[config.mk]
export PLATFORM = sky130hd
export DESIGN_NAME = page_record_extractor_flat
export DESIGN_NICKNAME = d
export VERILOG_FILES = /design/src/pre_pkg.sv /design/src/pre_if.sv /design/src/page_record_extractor.sv /design/src/pre_parser.sv /design/src/flat_wrapper.sv
export SDC_FILE = /design/constraint.sdc
export NUM_CORES = 1
export LEC_CHECK = 0
export ABC_CLOCK_PERIOD_IN_PS = 20400
export BUFFER_PORTS_ARGS = -buffer_cell sky130_fd_sc_hd__buf_2
export CAP_MARGIN = 20
export CORE_UTILIZATION = 60
export CTS_BUF_LIST = sky130_fd_sc_hd__clkbuf_4
export DETAILED_ROUTE_END_ITERATION = 8
export PLACE_DENSITY = 0.82
export REMOVE_ABC_BUFFERS = 1
export SETUP_SLACK_MARGIN = 0.05
export SKIP_CTS_REPAIR_TIMING = 1
export SYNTH_ARGS = -nofsm -noshare
export SYNTH_HDL_FRONTEND = slang
export SYNTH_SLANG_ARGS = --single-unit
[constraint.sdc]
create_clock -name clk_i -period 20.4 [get_ports clk_i]
set_input_delay 1.02 -clock clk_i [delete_from_list [all_inputs] [get_ports clk_i]]
set_output_delay 1.02 -clock clk_i [all_outputs]
set_load 0.03 [all_outputs]
[src/pre_pkg.sv]
// Package: shared types and constants for the page record extractor.
`default_nettype none
package pre_pkg;

  localparam int unsigned PAGE_BYTES  = 4096;
  localparam int unsigned DATA_BYTES  = PAGE_BYTES - 2;
  localparam int unsigned HDR_BYTES   = 5;
  localparam int unsigned DELETED_BIT = 0;
  localparam int unsigned OFFS_W      = 12;

  typedef logic [OFFS_W-1:0] offs_t;

  typedef enum logic [2:0] {
    PH_WAIT,
    PH_USED_HI,
    PH_FLAG,
    PH_LEN,
    PH_PAYLOAD,
    PH_DONE
  } phase_e;

  typedef struct packed {
    logic        valid;
    logic [31:0] out_page;
    offs_t       row_offset;
    offs_t       row_length;
    logic [7:0]  payload_byte;
    logic        last_of_row;
    logic        empty_row;
  } pre_result_t;

endpackage
`default_nettype wire

[src/pre_if.sv]
// Interfaces: input byte channel and record result channel.
`default_nettype none
interface pre_in_if;
  logic        valid;
  logic        ready;
  logic [7:0]  data_byte;
  logic        first_of_page;
  logic [31:0] page_number;

  modport source (output valid, output data_byte, output first_of_page,
                  output page_number, input ready);
  modport sink   (input valid, input data_byte, input first_of_page,
                  input page_number, output ready);
endinterface

interface pre_out_if;
  logic        valid;
  logic        ready;
  logic [31:0] out_page;
  logic [11:0] row_offset;
  logic [11:0] row_length;
  logic [7:0]  payload_byte;
  logic        last_of_row;
  logic        empty_row;

  modport source (output valid, output out_page, output row_offset, output row_length,
                  output payload_byte, output last_of_row, output empty_row,
                  input ready);
  modport sink   (input valid, input out_page, input row_offset, input row_length,
                  input payload_byte, input last_of_row, input empty_row,
                  output ready);
endinterface
`default_nettype wire

[src/page_record_extractor.sv]
// Top level: record extractor for streamed data pages, with a registered result stage.
//
// Input channel in_i carries one page byte per beat, with its page number and a
// first-of-page mark. The first two bytes of a page give the used count; the
// records after them (flag, 4-byte length, payload) are walked in order.
// Output channel out_o gives one beat per payload byte of every live record that fits
// the used count, or a single empty-row beat for such a record of zero length.
// Throughput: one input byte per cycle while the receiver does not stall out_o.
// A result is registered and appears on out_o in the cycle after the byte that causes it.
// The result register takes a new beat while its current one is being taken,
// so in_i.ready is low only while out_o holds a beat the receiver has not taken.
// A stalled receiver holds the result beat stable and backs up the input.
// Reset clears the parser to wait for a page start; bytes before the first
// first-of-page mark are dropped, and no result is pending after reset.
`default_nettype none
module page_record_extractor (
  input  wire logic clk_i,
  input  wire logic rst_ni,
  pre_in_if.sink    in_i,
  pre_out_if.source out_o
);
  import pre_pkg::*;

  pre_result_t res;
  logic        beat;
  logic        out_valid_q, out_valid_d;
  pre_result_t out_q;

  assign in_i.ready = !out_valid_q || out_o.ready;
  assign beat       = in_i.valid && in_i.ready;

  pre_parser u_parser (
    .clk_i          (clk_i),
    .rst_ni         (rst_ni),
    .beat_i         (beat),
    .data_byte_i    (in_i.data_byte),
    .first_of_page_i(in_i.first_of_page),
    .page_number_i  (in_i.page_number),
    .result_o       (res)
  );

  always_comb begin
    out_valid_d = out_valid_q && !out_o.ready;
    if (beat && res.valid) begin
      out_valid_d = 1'b1;
    end
  end

  always_ff @(posedge clk_i or negedge rst_ni) begin
    if (!rst_ni) begin
      out_valid_q <= 1'b0;
    end else begin
      out_valid_q <= out_valid_d;
    end
  end

  always_ff @(posedge clk_i) begin
    if (beat && res.valid) begin
      out_q <= res;
    end
  end

  assign out_o.valid        = out_valid_q;
  assign out_o.out_page     = out_q.out_page;
  assign out_o.row_offset   = out_q.row_offset;
  assign out_o.row_length   = out_q.row_length;
  assign out_o.payload_byte = out_q.payload_byte;
  assign out_o.last_of_row  = out_q.last_of_row;
  assign out_o.empty_row    = out_q.empty_row;

endmodule
`default_nettype wire

[src/pre_parser.sv]
// Page parser: per-byte state machine that walks the record headers and payloads.
`default_nettype none
module pre_parser (
  input  wire logic                clk_i,
  input  wire logic                rst_ni,
  input  wire logic                beat_i,
  input  wire logic [7:0]          data_byte_i,
  input  wire logic                first_of_page_i,
  input  wire logic [31:0]         page_number_i,
  output pre_pkg::pre_result_t     result_o
);
  import pre_pkg::*;

  phase_e      phase_q, phase_d;
  offs_t       used_q, used_d;
  offs_t       pos_q, pos_d;
  offs_t       start_q, start_d;
  logic        del_q, del_d;
  logic [23:0] acc_q, acc_d;
  offs_t       len_q, len_d;
  offs_t       rem_q, rem_d;
  logic [1:0]  cnt_q, cnt_d;
  logic [31:0] page_q, page_d;

  logic [15:0] used_full;
  logic [31:0] len_full;
  logic [33:0] rec_end;
  logic [12:0] hdr_end;

  always_ff @(posedge clk_i or negedge rst_ni) begin
    if (!rst_ni) begin
      phase_q <= PH_WAIT;
      used_q  <= '0;
      pos_q   <= '0;
      start_q <= '0;
      del_q   <= 1'b0;
      acc_q   <= '0;
      len_q   <= '0;
      rem_q   <= '0;
      cnt_q   <= '0;
      page_q  <= '0;
    end else if (beat_i) begin
      phase_q <= phase_d;
      used_q  <= used_d;
      pos_q   <= pos_d;
      start_q <= start_d;
      del_q   <= del_d;
      acc_q   <= acc_d;
      len_q   <= len_d;
      rem_q   <= rem_d;
      cnt_q   <= cnt_d;
      page_q  <= page_d;
    end
  end

  assign used_full = {data_byte_i, used_q[7:0]};
  assign len_full  = {data_byte_i, acc_q};
  assign hdr_end   = {1'b0, pos_q} + 13'(HDR_BYTES);
  assign rec_end   = 34'(start_q) + 34'(HDR_BYTES) + 34'(len_full);

  always_comb begin
    phase_d = phase_q;
    used_d  = used_q;
    pos_d   = pos_q;
    start_d = start_q;
    del_d   = del_q;
    acc_d   = acc_q;
    len_d   = len_q;
    rem_d   = rem_q;
    cnt_d   = cnt_q;
    page_d  = page_q;

    result_o              = '0;
    result_o.out_page     = page_q;
    result_o.row_offset   = start_q;
    result_o.row_length   = len_q;
    result_o.payload_byte = data_byte_i;

    if (first_of_page_i) begin
      page_d  = page_number_i;
      used_d  = {4'd0, data_byte_i};
      pos_d   = '0;
      start_d = '0;
      del_d   = 1'b0;
      acc_d   = '0;
      len_d   = '0;
      rem_d   = '0;
      cnt_d   = '0;
      phase_d = PH_USED_HI;
    end else begin
      case (phase_q)
        PH_USED_HI: begin
          if (used_full > 16'(DATA_BYTES)) begin
            used_d = OFFS_W'(DATA_BYTES);
          end else begin
            used_d = used_full[OFFS_W-1:0];
          end
          phase_d = PH_FLAG;
        end
        PH_FLAG: begin
          if (hdr_end > {1'b0, used_q}) begin
            phase_d = PH_DONE;
          end else begin
            start_d = pos_q;
            del_d   = data_byte_i[DELETED_BIT];
            acc_d   = '0;
            cnt_d   = '0;
            pos_d   = pos_q + 1'b1;
            phase_d = PH_LEN;
          end
        end
        PH_LEN: begin
          cnt_d = cnt_q + 1'b1;
          pos_d = pos_q + 1'b1;
          case (cnt_q)
            2'd0: acc_d[7:0]   = data_byte_i;
            2'd1: acc_d[15:8]  = data_byte_i;
            2'd2: acc_d[23:16] = data_byte_i;
            default: begin
              if (rec_end > 34'(used_q)) begin
                phase_d = PH_DONE;
              end else begin
                len_d = len_full[OFFS_W-1:0];
                if (len_full == '0) begin
                  result_o.valid        = !del_q;
                  result_o.row_length   = '0;
                  result_o.payload_byte = '0;
                  result_o.last_of_row  = 1'b1;
                  result_o.empty_row    = 1'b1;
                  phase_d               = PH_FLAG;
                end else begin
                  rem_d   = len_full[OFFS_W-1:0];
                  phase_d = PH_PAYLOAD;
                end
              end
            end
          endcase
        end
        PH_PAYLOAD: begin
          pos_d                = pos_q + 1'b1;
          rem_d                = rem_q - 1'b1;
          result_o.valid       = !del_q;
          result_o.last_of_row = (rem_q == OFFS_W'(1));
          if (rem_q == OFFS_W'(1)) begin
            phase_d = PH_FLAG;
          end
        end
        default: begin
        end
      endcase
    end
  end

endmodule
`default_nettype wire

[src/flat_wrapper.sv]
// flat-port wrapper written by rule: the top's interface ports become plain ports
module page_record_extractor_flat import pre_pkg::*;
  (clk_i, rst_ni, in_i_valid, in_i_data_byte, in_i_first_of_page, in_i_page_number, in_i_ready, out_o_valid, out_o_out_page, out_o_row_offset, out_o_row_length, out_o_payload_byte, out_o_last_of_row, out_o_empty_row, out_o_ready);
  pre_in_if in_i_i ();
  pre_out_if out_o_i ();
  input  wire logic clk_i;
  input  wire logic rst_ni;
  input wire logic [$bits(in_i_i.valid)-1:0] in_i_valid;
  input wire logic [$bits(in_i_i.data_byte)-1:0] in_i_data_byte;
  input wire logic [$bits(in_i_i.first_of_page)-1:0] in_i_first_of_page;
  input wire logic [$bits(in_i_i.page_number)-1:0] in_i_page_number;
  output wire logic [$bits(in_i_i.ready)-1:0] in_i_ready;
  output wire logic [$bits(out_o_i.valid)-1:0] out_o_valid;
  output wire logic [$bits(out_o_i.out_page)-1:0] out_o_out_page;
  output wire logic [$bits(out_o_i.row_offset)-1:0] out_o_row_offset;
  output wire logic [$bits(out_o_i.row_length)-1:0] out_o_row_length;
  output wire logic [$bits(out_o_i.payload_byte)-1:0] out_o_payload_byte;
  output wire logic [$bits(out_o_i.last_of_row)-1:0] out_o_last_of_row;
  output wire logic [$bits(out_o_i.empty_row)-1:0] out_o_empty_row;
  input wire logic [$bits(out_o_i.ready)-1:0] out_o_ready;
  assign in_i_i.valid = in_i_valid;
  assign in_i_i.data_byte = in_i_data_byte;
  assign in_i_i.first_of_page = in_i_first_of_page;
  assign in_i_i.page_number = in_i_page_number;
  assign in_i_ready = in_i_i.ready;
  assign out_o_valid = out_o_i.valid;
  assign out_o_out_page = out_o_i.out_page;
  assign out_o_row_offset = out_o_i.row_offset;
  assign out_o_row_length = out_o_i.row_length;
  assign out_o_payload_byte = out_o_i.payload_byte;
  assign out_o_last_of_row = out_o_i.last_of_row;
  assign out_o_empty_row = out_o_i.empty_row;
  assign out_o_i.ready = out_o_ready;
  page_record_extractor u_core (.clk_i(clk_i), .rst_ni(rst_ni), .in_i(in_i_i), .out_o(out_o_i));
endmodule
==> run metrics <==
commonest non-fill, non-tap cell in the layout=nand2_1; grt met2 use=44.9%; Root Driver=clkbuf_4; Worst Setup End Kind=flip-flop; Power Density=93.2 nW/µm²; status=finished, final reports clean; Max Cap Violations=0; pin count of the biggest net entering global routing=79; sequential cell area=a little over 5000 µm²; max-slew violation count=0; post-layout util=68.4%; RSZ-0062 raised after global routing=no; worst path bufs/invs=0; PortBufs=around 110; VDD IR max=~45 µV; synth unique cells=between 70 and 80; global-route wire length before repair=37200 µm; Worst-Margin Slew=around 1.1 ns; Die Area=17000 µm²; H-tree level count=4; starting density of the core=61.9%; Via Count=7606; TritonRoute pass-1 iters=6; number of global-route vias before repair=between 7k and 8k; worst-path fanout max=15; Post-Syn Instances=957; CP max stage cell=nor4_4; HP Class=input port to asynchronous set/reset pin; Avg Vias per Cell=5.94; most frequent cells in the layout=nand2_1 (173), dfrtp_1 (123), buf_2 (111); Worst Setup Start Kind=flip-flop; Die W=131 µm; P_leak=between 0.005 and 0.006 µW; Total Power=1020 µW; critical path class=flip-flop to flip-flop; Fmax=165 MHz; CP required=just over 20 ns; sequential share of the synthesized area=51.0%; ys async rst share=65.1%; Layout area overhead=10.5%; non-filler instance count after layout=between 1k and 1.5k; DRC=0; antenna violations before repair=1; Synth Warn #=0; Mapped Area=9910 µm²; final worst path period need=6.08 ns; # setup viols final=0; EDFF count, synth=66; CP most frequent cell=ha_1; pre-CTS WS=14.37 ns; clock skew=0.0490 ns; Max Root-Sink Buffers=2; Yosys reg bits=189; Filler cells=about 1.3k; layer with the highest usage=met2; Sink Count=189; core area=around 16000 µm²; I/O pin total=113; Starting DRT DRC Count=674; prevailing post-synth register cell=dfrtp_1; total grt overflow=0; worst rel slew slack=roughly 28%; nets=about 1.2k; Placed Cells incl. Taps=1247; TNS Setup=0 ns; Tot GR Track Use=28.9%; Post-DP HPWL=16800 µm; drt total wl=about 24000 µm; clock-pin slew on the worst setup and hold paths=~0.2 ns; met3 usage=6.39%; grt met1 use=40.3%; Worst-Skew Late Latency=0.63 ns; share of post-route cells with drive strength above 1=18.9%; Final ANT Viol Nets=0; Hold Fails Final Rpt=0; total CTS buffers=17; Crit path max-delay family=simple AND/OR/NAND/NOR gates; CP Cell Sequence=ha_1 > ha_1 > and2_1 > a221oi_2 > nand2_1 > a221o_1 > a21oi_1 > xnor2_1 > ha_1 > nand3_1 > or4_1 > o21ai_0 > a21oi_1 > a211oi_1 > o2111ai_2 > nor4_4 > nand3_1 > and2_1; synthesized area per cell=10.4 µm²; final period utilization=29.8%; die height=131 µm; CP max stage delay=0.99 ns; CTS tree=done; Final Worst Setup Slack=~14 ns; CP arrival=~6.5 ns; wire per inst=18.4 µm; Rows=46; Multi-input gate area=approximately 4500 µm²; GPL Wtd Cong=between 0.9 and 1
==> power by group <==
| part | switching, µW | internal [µW] |
|---|---|---|
| logic | 183 | 112 |
| registers | 58.1 | 441 |
| clock network | 146 | 82.2 |
==> flip-flops by register name, summed over array words and instances, names as in the netlist, 12 cells and up <==
name,count
u_core.u_parser.used_q,12
u_core.u_parser.acc_q,24
u_core.u_parser.page_q,32
u_core.u_parser.rem_q,12
u_core.out_o.row_offset,12
u_core.out_o.out_page,32
u_core.u_parser.start_q,12
u_core.u_parser.len_q,12
u_core.out_o.row_length,12
u_core.u_parser.pos_q,12
==> cell usage after synthesis, types with 4 or more instances <==
cell type	number	area (µm²)
nand3_1	24	120
nor2_1	67	251
and2_1	21	131
nor4_1	13	81.3
a21oi_1	30	150
xnor2_1	18	158
a21o_1	12	90.1
o221ai_2	8	120
and3_1	15	93.8
a31oi_1	9	56.3
buf_2	4	20.0
o2111ai_1	5	43.8
o22a_1	7	61.3
o21ai_0	43	215
a211o_1	4	35.0
dfrtp_1	123	3080
clkbuf_1	36	135
mux2i_1	19	190
xor2_1	16	140
edfxtp_1	66	1980
ha_1	55	688
mux2_2	18	203
a22o_1	13	114
a211oi_1	7	52.6
inv_1	40	150
nand4_1	11	68.8
buf_4	4	30.0
nand2_1	173	649
nor3_1	14	70.1
o21ai_1	17	85.1
==> final cells by class <==
| class | count | area share, % |
|---|---|---|
| sequential | 189 | 46.2 |
| multi-input combinational | 681 | 41.2 |
| timing repair buffer | 120 | 5.69 |
| tap | 216 | 2.47 |
| clock inverter | 14 | 1.78 |
| inverter | 41 | 1.41 |
| clock buffer | 18 | 1.23 |
| antenna | 1 | 0.0228 |
==> metal layers <==
metal | up-vias | part of all wire [%]
li1 | 3610 | -
met1 | 3666 | 43
met2 | 281 | 48
met3 | 49 | 6.3
met4 | 0 | 2.6
met5 | - | 0
==> stage by stage <==
stage	instance area (µm²)	hold WS [ns]
2_1_floorplan	9710	0.425
3_3_place_gp	10600	0.428
3_5_place_dp	10600	0.430
4_1_cts	10900	0.375
5_1_grt	11000	0.407
6_report	11000	0.364
==> cells by family after synthesis <==
| kind of cell | Yosys count | share of synthesized area [%] |
|---|---|---|
| simple gates | 364 | 17.4 |
| flops | 189 | 51.0 |
| fa+ha+maj | 56 | 7.14 |
| buf+inv | 87 | 3.57 |
| mux | 37 | 3.96 |
| compound gates | 190 | 13.9 |
| xor+xnor | 34 | 3.00 |
==> worst paths after layout <==
path / start / endpoint / slack, ns / cells after the start
worst min register to register: u_core.u_parser.page_q[30] / u_core.out_o.out_page[30] / 0.45 / 0
worst min-delay path: rst_ni / u_core.u_parser.used_q[3] / 0.36 / 1
worst max register to register: u_core.u_parser.acc_q[4] / u_core.out_o.row_length[3] / 14.32 / 18
max in group asynchronous: rst_ni / u_core.u_parser.start_q[5] / 18.57 / 2
min in group clk_i: u_core.u_parser.page_q[30] / u_core.out_o.out_page[30] / 0.45 / 0
worst max-delay path: u_core.u_parser.acc_q[4] / u_core.out_o.row_length[3] / 14.32 / 18
Power figures use the tool's default switching activity.
